## config.mk

```make
export PLATFORM = sky130hd
export DESIGN_NAME = n_queens_solution_enumerator
export DESIGN_NICKNAME = d
export VERILOG_FILES = /design/src/hdl/nqse_pkg.sv /design/src/hdl/nqse_seq.sv /design/src/hdl/n_queens_solution_enumerator.sv
export SDC_FILE = /design/constraint.sdc
export NUM_CORES = 1
export LEC_CHECK = 0
export BUFFER_PORTS_ARGS = -buffer_cell sky130_fd_sc_hd__buf_2
export CAP_MARGIN = 25
export CORE_MARGIN = 1
export CORE_UTILIZATION = 53
export DETAILED_ROUTE_END_ITERATION = 7
export GPL_TIMING_DRIVEN = 0
export PLACE_DENSITY = 0.71
export SYNTH_ARGS = -nofsm -noshare
export SYNTH_HDL_FRONTEND = slang
export SYNTH_SLANG_ARGS = --single-unit
```

## constraint.sdc

```tcl
create_clock -name i_clk -period 15.7 [get_ports i_clk]
set_clock_uncertainty 0.15 [all_clocks]
set_input_delay 3.14 -clock i_clk [delete_from_list [all_inputs] [get_ports i_clk]]
set_output_delay 3.14 -clock i_clk [all_outputs]
set_load 0.02 [all_outputs]
```

## src/hdl/nqse_pkg.sv

```systemverilog
// ----------------------------------------------------------------------------
// nqse_pkg
// types, constants and microcode table of the n-queens enumerator
// ----------------------------------------------------------------------------
`timescale 1ns / 1ps

package nqse_pkg;

    localparam int SIZE_W  = 5;
    localparam int PLACE_W = 64;
    localparam int COUNT_W = 24;
    localparam int IN_TDATA_W  = 8;
    localparam int OUT_TDATA_W = PLACE_W + COUNT_W;

    localparam logic [SIZE_W-1:0] BOARD_SIZE_RST = 5'd8;

    // datapath operation of one microcode step
    typedef enum logic [2:0] {
        OP_NONE,
        OP_ACCEPT,
        OP_LEAVE,
        OP_TRY,
        OP_RETREAT,
        OP_EMIT
    } t_op;

    // jump conditions
    typedef enum logic [2:0] {
        C_NEVER,
        C_IN_BEAT,
        C_HELD,
        C_FIN,
        C_COL_END,
        C_LAST,
        C_ROW0,
        C_OUT_BUSY
    } t_cond;

    // microcode addresses
    typedef enum logic [2:0] {
        S_WAIT,
        S_CHK,
        S_LOOP,
        S_TRY,
        S_RETREAT,
        S_EMIT
    } t_pc;

    typedef struct packed {
        t_op   op;
        t_cond cond_a;
        t_pc   tgt_a;
        t_cond cond_b;
        t_pc   tgt_b;
        t_pc   nxt;
    } t_uword;

    // status from datapath to sequencer
    typedef struct packed {
        logic in_beat;
        logic held;
        logic fin;
        logic col_end;
        logic last_place;
        logic row_zero;
        logic out_busy;
    } t_flags;

    function automatic t_uword ucode(input t_pc pc);
        t_uword w;
        unique case (pc)
            S_WAIT:    w = '{OP_ACCEPT,  C_IN_BEAT,  S_CHK,     C_NEVER, S_WAIT, S_WAIT};
            S_CHK:     w = '{OP_LEAVE,   C_HELD,     S_RETREAT, C_NEVER, S_WAIT, S_LOOP};
            S_LOOP:    w = '{OP_NONE,    C_FIN,      S_EMIT,    C_NEVER, S_WAIT, S_TRY};
            S_TRY:     w = '{OP_TRY,     C_COL_END,  S_RETREAT, C_LAST,  S_EMIT, S_TRY};
            S_RETREAT: w = '{OP_RETREAT, C_ROW0,     S_EMIT,    C_NEVER, S_WAIT, S_TRY};
            S_EMIT:    w = '{OP_EMIT,    C_OUT_BUSY, S_EMIT,    C_NEVER, S_WAIT, S_WAIT};
            default:   w = '{OP_NONE,    C_NEVER,    S_WAIT,    C_NEVER, S_WAIT, S_WAIT};
        endcase
        return w;
    endfunction

endpackage

```

## src/hdl/nqse_seq.sv

```systemverilog
// ----------------------------------------------------------------------------
// nqse_seq
// microcode sequencer: step counter, table fetch and conditional jumps
// ----------------------------------------------------------------------------
`timescale 1ns / 1ps

module nqse_seq (
    input  logic            i_clk,
    input  logic            i_rst_n,
    input  nqse_pkg::t_flags i_flags,
    output nqse_pkg::t_op   o_op
);
    import nqse_pkg::*;

    t_pc    r_pc;
    t_pc    n_pc;
    t_uword w_uw;

    function automatic logic cond_hit(input t_cond c, input t_flags f);
        logic hit;
        unique case (c)
            C_NEVER:    hit = 1'b0;
            C_IN_BEAT:  hit = f.in_beat;
            C_HELD:     hit = f.held;
            C_FIN:      hit = f.fin;
            C_COL_END:  hit = f.col_end;
            C_LAST:     hit = f.last_place;
            C_ROW0:     hit = f.row_zero;
            C_OUT_BUSY: hit = f.out_busy;
            default:    hit = 1'b0;
        endcase
        return hit;
    endfunction

    assign w_uw = ucode(r_pc);
    assign o_op = w_uw.op;

    always_comb begin
        priority if (cond_hit(w_uw.cond_a, i_flags)) begin
            n_pc = w_uw.tgt_a;
        end else if (cond_hit(w_uw.cond_b, i_flags)) begin
            n_pc = w_uw.tgt_b;
        end else begin
            n_pc = w_uw.nxt;
        end
    end

    always_ff @(posedge i_clk) begin
        if (!i_rst_n) begin
            r_pc <= S_WAIT;
        end else begin
            r_pc <= n_pc;
        end
    end

endmodule

```

## src/hdl/n_queens_solution_enumerator.sv

```systemverilog
// ----------------------------------------------------------------------------
// n_queens_solution_enumerator
// depth-first n-queens search, one solution per request beat
// ----------------------------------------------------------------------------
// usage
//   slave stream: one beat is one request; tdata bit 0 is restart (1 clears
//   the search and count first, 0 continues from the last solution)
//   master stream: one beat per request; tuser bit 0 is found, tdata holds
//   the placement (4-bit column per row, row 0 lowest) and the solution
//   number (or total count once the search is exhausted, with found low)
//   config: i_cfg_wr_en writes board_size; any write clears the search
// search steps
//   an accepted request runs the check and loop steps, then try steps over
//   the columns, a retreat whenever a row runs out of columns, and the emit
//   step; stepping off a held solution trades the loop step for its retreat
//   the try and retreat steps of the sequencer set the pace of the search,
//   which is data dependent
//   one request is in flight at a time; tready is high only while waiting
// reset
//   synchronous active-low; board_size returns to 8, masks all free, count 0
// stall
//   the result sits in an output register until taken; a new request may be
//   accepted meanwhile, and its result waits in the emit step for the slot
// ----------------------------------------------------------------------------
`timescale 1ns / 1ps

module n_queens_solution_enumerator #(
    parameter int MAX_QUEENS = 16
) (
    input  logic                               i_clk,
    input  logic                               i_rst_n,
    input  logic                               s_axis_tvalid,
    output logic                               s_axis_tready,
    input  logic [nqse_pkg::IN_TDATA_W-1:0]    s_axis_tdata,   // [0] restart, rest zero
    output logic                               m_axis_tvalid,
    input  logic                               m_axis_tready,
    output logic [nqse_pkg::OUT_TDATA_W-1:0]   m_axis_tdata,   // [63:0] placement,
                                                               // [87:64] solution_number
    output logic [0:0]                         m_axis_tuser,   // [0] found
    input  logic                               i_cfg_wr_en,
    input  logic [nqse_pkg::SIZE_W-1:0]        i_cfg_wr_data   // board_size
);
    import nqse_pkg::*;

    localparam int CW = $clog2(MAX_QUEENS);        // column index
    localparam int NW = $clog2(MAX_QUEENS + 1);    // row / column counter
    localparam int DN = 2 * MAX_QUEENS - 1;        // diagonal count
    localparam int DW = $clog2(DN);                // diagonal index

    // search state
    logic [SIZE_W-1:0]     r_bs,        n_bs;
    logic [MAX_QUEENS-1:0] r_col_free,  n_col_free;
    logic [DN-1:0]         r_diag_free, n_diag_free;
    logic [DN-1:0]         r_anti_free, n_anti_free;
    logic [CW-1:0]         r_choice [MAX_QUEENS];
    logic [CW-1:0]         n_choice [MAX_QUEENS];
    logic [NW-1:0]         r_row,       n_row;
    logic [NW-1:0]         r_col,       n_col;
    logic [COUNT_W-1:0]    r_count,     n_count;
    logic                  r_fin,       n_fin;

    // output register
    logic                  r_m_valid,   n_m_valid;
    logic                  r_m_found,   n_m_found;
    logic [PLACE_W-1:0]    r_m_place,   n_m_place;
    logic [COUNT_W-1:0]    r_m_count,   n_m_count;

    t_op    w_op;
    t_flags w_flags;

    logic [NW-1:0]   w_n;
    logic            w_clear;
    logic            w_in_beat;
    logic            w_out_busy;
    logic [CW-1:0]   w_col_idx;
    logic [DW-1:0]   w_diag_idx;
    logic [DW-1:0]   w_anti_idx;
    logic            w_free;
    logic            w_col_end;
    logic [NW-1:0]   w_row_dn;
    logic [CW-1:0]   w_prev;
    logic [DW-1:0]   w_rdiag_idx;
    logic [DW-1:0]   w_ranti_idx;
    logic [PLACE_W-1:0] w_place;

    // effective board size: zero reads as one, large sizes saturate
    always_comb begin
        priority if (r_bs == '0) begin
            w_n = NW'(1);
        end else if (r_bs > SIZE_W'(MAX_QUEENS)) begin
            w_n = NW'(MAX_QUEENS);
        end else begin
            w_n = NW'(r_bs);
        end
    end

    assign w_in_beat  = s_axis_tvalid && s_axis_tready;
    assign w_out_busy = r_m_valid && !m_axis_tready;
    assign w_clear    = i_cfg_wr_en || (w_op == OP_ACCEPT && w_in_beat && s_axis_tdata[0]);

    // try path: candidate column in the current row
    assign w_col_end  = (r_col >= w_n);
    assign w_col_idx  = r_col[CW-1:0];
    assign w_diag_idx = DW'({1'b0, r_row} + {1'b0, w_n} - (NW+1)'(1) - {1'b0, r_col});
    assign w_anti_idx = DW'({1'b0, r_row} + {1'b0, r_col});
    assign w_free     = r_col_free[w_col_idx] && r_diag_free[w_diag_idx]
                        && r_anti_free[w_anti_idx];

    // retreat path: queen of the row above
    assign w_row_dn    = r_row - NW'(1);
    assign w_prev      = r_choice[w_row_dn[CW-1:0]];
    assign w_rdiag_idx = DW'({1'b0, w_row_dn} + {1'b0, w_n} - (NW+1)'(1)
                             - (NW+1)'(w_prev));
    assign w_ranti_idx = DW'({1'b0, w_row_dn} + (NW+1)'(w_prev));

    // gather the column of every row in use
    always_comb begin
        w_place = '0;
        for (int r = 0; r < MAX_QUEENS; r++) begin
            if (NW'(r) < w_n) begin
                w_place[4*r +: 4] = 4'(r_choice[r]);
            end
        end
    end

    always_comb begin
        w_flags.in_beat    = w_in_beat;
        w_flags.held       = !r_fin && (r_row >= w_n);
        w_flags.fin        = r_fin;
        w_flags.col_end    = w_col_end;
        w_flags.last_place = !w_col_end && w_free && ((r_row + NW'(1)) == w_n);
        w_flags.row_zero   = (r_row == '0);
        w_flags.out_busy   = w_out_busy;
    end

    nqse_seq u_seq (
        .i_clk   (i_clk),
        .i_rst_n (i_rst_n),
        .i_flags (w_flags),
        .o_op    (w_op)
    );

    assign s_axis_tready = (w_op == OP_ACCEPT);

    // next-state datapath driven by the current microcode op
    always_comb begin
        n_bs        = r_bs;
        n_col_free  = r_col_free;
        n_diag_free = r_diag_free;
        n_anti_free = r_anti_free;
        n_choice    = r_choice;
        n_row       = r_row;
        n_col       = r_col;
        n_count     = r_count;
        n_fin       = r_fin;
        n_m_valid   = r_m_valid && !m_axis_tready;
        n_m_found   = r_m_found;
        n_m_place   = r_m_place;
        n_m_count   = r_m_count;

        if (i_cfg_wr_en) begin
            n_bs = i_cfg_wr_data;
        end

        if (w_clear) begin
            n_col_free  = '1;
            n_diag_free = '1;
            n_anti_free = '1;
            n_row       = '0;
            n_col       = '0;
            n_count     = '0;
            n_fin       = 1'b0;
        end else begin
            unique case (w_op)
                OP_LEAVE: begin
                    // step off the solution reported last time
                    if (w_flags.held) begin
                        n_row = w_n;
                    end
                end
                OP_TRY: begin
                    if (!w_col_end) begin
                        if (w_free) begin
                            n_choice[r_row[CW-1:0]] = w_col_idx;
                            n_col_free[w_col_idx]   = 1'b0;
                            n_diag_free[w_diag_idx] = 1'b0;
                            n_anti_free[w_anti_idx] = 1'b0;
                            n_row = r_row + NW'(1);
                            n_col = '0;
                            if (w_flags.last_place) begin
                                n_count = r_count + COUNT_W'(1);
                            end
                        end else begin
                            n_col = r_col + NW'(1);
                        end
                    end
                end
                OP_RETREAT: begin
                    if (r_row == '0) begin
                        n_fin = 1'b1;
                    end else begin
                        n_row = w_row_dn;
                        n_col_free[w_prev]       = 1'b1;
                        n_diag_free[w_rdiag_idx] = 1'b1;
                        n_anti_free[w_ranti_idx] = 1'b1;
                        n_col = NW'(w_prev) + NW'(1);
                    end
                end
                OP_EMIT: begin
                    if (!w_out_busy) begin
                        n_m_valid = 1'b1;
                        n_m_found = !r_fin;
                        n_m_place = r_fin ? '0 : w_place;
                        n_m_count = r_count;
                    end
                end
                OP_NONE, OP_ACCEPT: begin
                end
                default: begin
                end
            endcase
        end
    end

    always_ff @(posedge i_clk) begin
        if (!i_rst_n) begin
            r_bs        <= BOARD_SIZE_RST;
            r_col_free  <= '1;
            r_diag_free <= '1;
            r_anti_free <= '1;
            r_row       <= '0;
            r_col       <= '0;
            r_count     <= '0;
            r_fin       <= 1'b0;
            r_m_valid   <= 1'b0;
        end else begin
            r_bs        <= n_bs;
            r_col_free  <= n_col_free;
            r_diag_free <= n_diag_free;
            r_anti_free <= n_anti_free;
            r_row       <= n_row;
            r_col       <= n_col;
            r_count     <= n_count;
            r_fin       <= n_fin;
            r_m_valid   <= n_m_valid;
        end
    end

    // payload: no reset
    always_ff @(posedge i_clk) begin
        r_choice  <= n_choice;
        r_m_found <= n_m_found;
        r_m_place <= n_m_place;
        r_m_count <= n_m_count;
    end

    assign m_axis_tvalid   = r_m_valid;
    assign m_axis_tdata    = {r_m_count, r_m_place};
    assign m_axis_tuser[0] = r_m_found;

endmodule

```

==> reports/qor.txt, run 1 <==
Endpoints failing setup: 0
Post-synth top flop: edfxtp_1
WP data required: 16.04 ns
Die height: 161 um
WHS Path Cells: 0
Placement Setup Slack: 9.19 ns
Ant diodes: 0
DRT iter0 DRCs: 889
IO Count: 109
Gpl congestion: 0.933
Syn Nets: 1,214
FMAX: 153 MHz
Reg clk slew, reported paths: 0.07 ns
Power share of the clock group: 0.350
Hold_buf cts: 0
Number of port buffers: 100
CP bufs+invs: 7
Switching Share: 0.323
Worst Path Arrival: 6.87 ns
Filler cell count: 1,985
Setup crit start kind: register
Synth Cell Area: 0.0134 mm^2
Top-count cell post-synth: edfxtp_1
DRT Wirelength: 35,000 um
Path category of the worst min-delay check: reg -> reg
Cell Int Power: 1.36 mW
Register Area: 0.00704 mm^2
Synth top area cells: edfxtp_1 (34%), dfxtp_1 (18%), mux4_2 (6.7%)
Longest Clk Path Bufs: 3
Post-CTS setup buffers: 0
Worst R2R End: r_anti_free[28]
DR WL met2: 16,800 um
1st-pass router iterations: 6
Leading area contributor after synthesis: edfxtp_1
Vias in the first global route: 9,897
FF-to-FF path depth: 16
Cell row count: 57
Netlist cell types: 69
Worst R2R Setup Slack: 9.16 ns
Yosys top cell area share: 0.342
Post-DRT Antenna Nets: 0
Final instance area: 0.0155 mm^2
Post-synth EDFFs: 153
Worst hold endpoint: r_m_count[23]
Net load switching power: 651 uW
Die ar.: 0.0260 mm^2
# H-tree levels: 1
Post-layout net count: 1,353
Final hold vios: 0
TritonCTS sink count: 275
Die width: 161 um
Gr usage total: 0.270
Later-pin clock latency in the skew report: 0.57 ns
CP delay by family, top: buffers and inverters
RSZ-0062 raised after global routing: no
Placed Area: 0.0144 mm^2
Vias/cell: 6.28
Synth warn: 0
Asr flop ratio synth: 0
Antenna violations before repair: 0
Fin crit period: 6.54 ns
Area growth, synth to finish: 15.1%
Logic pwr share: 0.258
CP dominant cell by count: inv_1
Core Util, Final: 0.628
Footprint of the multi-input gates: 0.00603 mm^2
Setup_tns: 0 ns
Top cells by count, synth: edfxtp_1 (153), dfxtp_1 (122), nor2_1 (70)
First-pass GRT wire length: 55,000 um
Num CTS Buffers: 28
Post-route setup slack: 9.16 ns
DP Wirelength: 25,200 um
TritonCTS clock tree: done
Largest net degree at the start of global routing: 23
Root Buffer: clkbuf_16
Cell count along the critical path: 16
Gate count of the mapped netlist: 1,144
Wire length on met1: 14,700 um
Fraction of layout cells with a size suffix above 1: 0.174
Classification of the worst setup path: reg -> reg
RR Startpoint: r_row[0]
DR top layer: met4
Leakage: 5.49 nW
Wire length on met3: 2510 um
Tcrit/Tclk final: 0.416
Critical-path cell list: buf_4 -> buf_1 -> inv_1 -> ha_1 -> clkbuf_1 -> mux4_2 -> mux4_2 -> ha_1 -> inv_1 -> fa_1 -> clkbuf_1 -> inv_1 -> or4_1 -> o31ai_1 -> nand2_1 -> nand3_1
Worst slew margin: 0.323
Status: finished clean
Pwr dens: 130 mW/mm^2
Starting Density: 0.546
Hold path start: r_count[23]
Placeable Area: 0.0246 mm^2
Seq/Total Area, Yosys: 0.524
Max-slew violation count: 0
Synth Register Bits: 275
Syn Area/Cell: 11.7 um^2
Peak supply drop: 0.000102 V
Max cap viols: 0
DRC violations left: 0
Critical path fanouts, max: 10
Wirelength per Cell: 21.5 um
Critical path's slowest cell: buf_1
Via count: 10.2k
CP Capture Type: register
Gr ovfl total: 0
Slowest stage delay, CP: 0.71 ns
CTS resizes: 0
Reg power frac: 0.392
Least-Margin Pin Slew: 1.01 ns
## cell usage in the layout, fill, tap and decap left out, drive strengths merged, types with 40 or more instances in the layout
cell type	Yosys	layout
and2	65	65
buf	20	129
clkbuf	38	78
dfxtp	122	122
edfxtp	153	153
ha	42	42
mux4	40	40
nand2	62	62
nand3	44	44
nor2	70	70
nor3	40	40
o21ai	41	41
## per-layer routing
layer,vias up,global-route usage
met3,88,0.0365
met2,465,0.445
li1,4676,-
met5,-,0
met4,0,0.0931
met1,5009,0.369
## metrics by stage
stage,power [mW],instances,hold WS (ns)
floorplan,1.17,1144,0.273
global placement,1.30,1568,0.304
detailed placement,1.31,1576,0.295
CTS,2.01,1628,0.311
global route,2.09,1629,0.311
finish,2.01,1629,0.308
## cell families after synthesis
| kind of cell | Yosys count | synth area share |
|---|---|---|
| DFF | 275 | 0.524 |
| xor gates and xnor gates | 35 | 0.0266 |
| buffers and inverters | 89 | 0.0273 |
| adders and majority gates | 53 | 0.0548 |
| muxes | 64 | 0.0852 |
| and+or+nand+nor | 402 | 0.157 |
| AOI/OAI and AO/OA | 226 | 0.125 |
## power groups by stage
stage	combinational (mW)	clock (mW)	sequential, mW
floorplan	0.350	0	0.815
global placement	0.490	0	0.809
detailed placement	0.501	0	0.805
CTS	0.506	0.714	0.790
global route	0.561	0.742	0.791
finish	0.519	0.705	0.790
## area by class of cell
type | count | share of cell area
flip-flops and latches | 275 | 0.455
inverters | 31 | 0.00753
repair buffers | 109 | 0.0395
clock buffers | 40 | 0.0542
well taps | 324 | 0.0262
plain buffers | 58 | 0.0162
clock inverters | 12 | 0.0108
multi-input cells | 780 | 0.390
## how the worst max path moves through the flow
stage | startpoint | end | slack, ns
final | r_row[0] | r_anti_free[28] | 9.16
after global routing | r_row[0] | r_diag_free[10] | 8.89
after CTS | r_row[0] | r_anti_free[28] | 9.19
after detailed placement | r_row[0] | r_anti_free[28] | 9.19
after global placement | i_cfg_wr_en | r_m_place[6] | 3.44
after floorplan | i_cfg_wr_en | m_axis_tuser | 5.45
## flip-flops by register name, summed over array words and instances (netlist names)
| register | flops |
|---|---|
| r_count | 24 |
| r_col | 5 |
| r_m_count | 24 |
| r_choice | 64 |
| r_bs | 5 |
| m_axis_tuser | 1 |
| r_col_free | 16 |
| u_seq.r_pc | 3 |
| m_axis_tvalid | 1 |
| r_m_place | 64 |
| r_anti_free | 31 |
| r_fin | 1 |
| r_row | 5 |
| r_diag_free | 31 |
No activity file was read; power rests on OpenSTA's default activity.
==> run 2: changes to the inputs <==
==> constraint.sdc (replaced) <==
create_clock -name i_clk -period 6.8 [get_ports i_clk]
set_clock_uncertainty 0.15 [all_clocks]
set_input_delay 1.36 -clock i_clk [delete_from_list [all_inputs] [get_ports i_clk]]
set_output_delay 1.36 -clock i_clk [all_outputs]
set_load 0.02 [all_outputs]
==> reports/qor.txt, run 2 (synthesis gave the netlist of run 1 again) <==
Vias/cell: 6.33
Starting Density: 0.546
Die width: 161 um
Largest net degree at the start of global routing: 24
Number of port buffers: 100
DRT iter0 DRCs: 994
First-pass GRT wire length: 55,600 um
FMAX: 160 MHz
Tcrit/Tclk final: 0.919
Endpoints failing setup: 0
Die ar.: 0.0260 mm^2
Via count: 10.3k
1st-pass router iterations: 5
Die height: 161 um
Classification of the worst setup path: reg -> reg
Ant diodes: 0
Filler cell count: 1,941
Pwr dens: 303 mW/mm^2
CP bufs+invs: 7
Num CTS Buffers: 28
TritonCTS sink count: 275
Cell row count: 57
Reg clk slew, reported paths: 0.07 ns
Post-CTS setup buffers: 0
Area growth, synth to finish: 15.5%
Post-route setup slack: 0.551 ns
Placement Setup Slack: 0.227 ns
Fin crit period: 6.25 ns
Antenna violations before repair: 0
TritonCTS clock tree: done
Critical path's slowest cell: clkbuf_1
Longest Clk Path Bufs: 3
Final hold vios: 0
CP delay by family, top: buffers and inverters
Root Buffer: clkbuf_16
WP data required: 7.13 ns
Critical path fanouts, max: 10
DRT Wirelength: 35,300 um
Worst slew margin: 0.267
Most common cell after layout, fill and taps aside: edfxtp_1
Post-layout net count: 1,350
CP Capture Type: register
Path category of the worst min-delay check: reg -> reg
DRC violations left: 0
Gr ovfl total: 0
IO Count: 109
Fraction of layout cells with a size suffix above 1: 0.173
Hold_buf cts: 0
RSZ-0062 raised after global routing: no
Critical-path cell list: buf_4 -> clkbuf_2 -> inv_1 -> ha_1 -> clkbuf_1 -> mux4_2 -> mux4_2 -> ha_1 -> inv_1 -> fa_1 -> clkbuf_1 -> inv_1 -> or4_1 -> o31ai_1 -> nand2_1 -> nand3_1
Max cap viols: 0
Placeable Area: 0.0246 mm^2
Cell count along the critical path: 16
Max-slew violation count: 0
Top Registers: r_choice x64, r_m_place x64
Later-pin clock latency in the skew report: 0.54 ns
Leakage: 5.51 nW
DP Wirelength: 24,900 um
Least-Margin Pin Slew: 1.10 ns
Slowest stage delay, CP: 0.64 ns
Final hold slack: 0.327 ns
FF-to-FF path depth: 16
Commonest cells after routing, fill and taps aside: edfxtp_1 (153), dfxtp_1 (122), buf_2 (111)
Setup crit start kind: register
Gr usage total: 0.274
Peak supply drop: 0.000220 V
CP dominant cell by count: inv_1
Worst Path Arrival: 6.57 ns
Gpl congestion: 0.933
Post-DRT Antenna Nets: 0
Wirelength per Cell: 21.7 um
Status: finished clean
WHS Path Cells: 0
Vias in the first global route: 10.1k
# H-tree levels: 1
-- run 2: cell count changes in the layout (fill, tap and decap cells not counted), sizes merged --
cell	previous run	this run
buf	129	125
bufinv	3	6
clkbuf	78	71
clkinv	6	13
clkinvlp	4	2
-- run 2: worst paths after layout --
kind | slack, ns | to | startpoint
setup / recovery | 0.55 | r_anti_free[24] | r_row[0]
hold / removal | 0.33 | r_m_count[20] | r_count[20]
setup reg to reg | 0.55 | r_anti_free[24] | r_row[0]
hold reg to reg | 0.33 | r_m_count[20] | r_count[20]
-- run 2: area by class of cell --
type / count / area, um^2 / area share
flip-flops and latches: 275 / 7040 / 0.454
plain buffers: 58 / 251 / 0.0162
repair buffers: 106 / 646 / 0.0416
inverters: 31 / 116 / 0.00750
well taps: 324 / 405 / 0.0261
multi-input cells: 780 / 6040 / 0.389
clock inverters: 20 / 255 / 0.0165
clock buffers: 32 / 757 / 0.0488
-- run 2: stage by stage --
stage                      util  area [um^2]  setup TNS, ns  instances  power (mW)
after floorplan               -        13400              0       1144        2.69
after global placement    0.583        14300          -3.89       1568        3.00
after detailed placement  0.589        14500              0       1574        3.03
after CTS                 0.630        15500              0       1626        4.69
after global routing      0.630        15500              0       1626        4.90
final                     0.630        15500              0       1626        4.71
-- run 2: timing repair --
action                     in CTS  in global routing
setup endpoints to repair       0                 32
resized for setup               0                  2
hold endpoints to repair        0                  0
-- run 2: worst reg2reg max path, stage by stage (launching register included) --
cell	delay, ns
dfxtp_1	0.54
buf_4	0.32
clkbuf_2	0.42
inv_1	0.32
ha_1	0.46
clkbuf_1	0.64
mux4_2	0.46
mux4_2	0.61
ha_1	0.25
inv_1	0.07
fa_1	0.16
clkbuf_1	0.50
inv_1	0.38
or4_1	0.57
o31ai_1	0.13
nand2_1	0.11
nand3_1	0.10
-- run 2: metal layers --
layer,share of wire,global-route usage
met5,0,0
met2,0.47,0.437
met1,0.41,0.376
met3,0.091,0.0547
met4,0.027,0.0913
-- run 2: where the power goes --
| group | switching (mW) | total (mW) | internal (mW) | leakage (nW) |
|---|---|---|---|---|
| combinational | 0.826 | 1.21 | 0.387 | 2.48 |
| clock | 0.648 | 1.67 | 1.02 | 0.491 |
| sequential | 0.0332 | 1.82 | 1.79 | 2.53 |
| total | 1.51 | 4.71 | 3.20 | 5.51 |
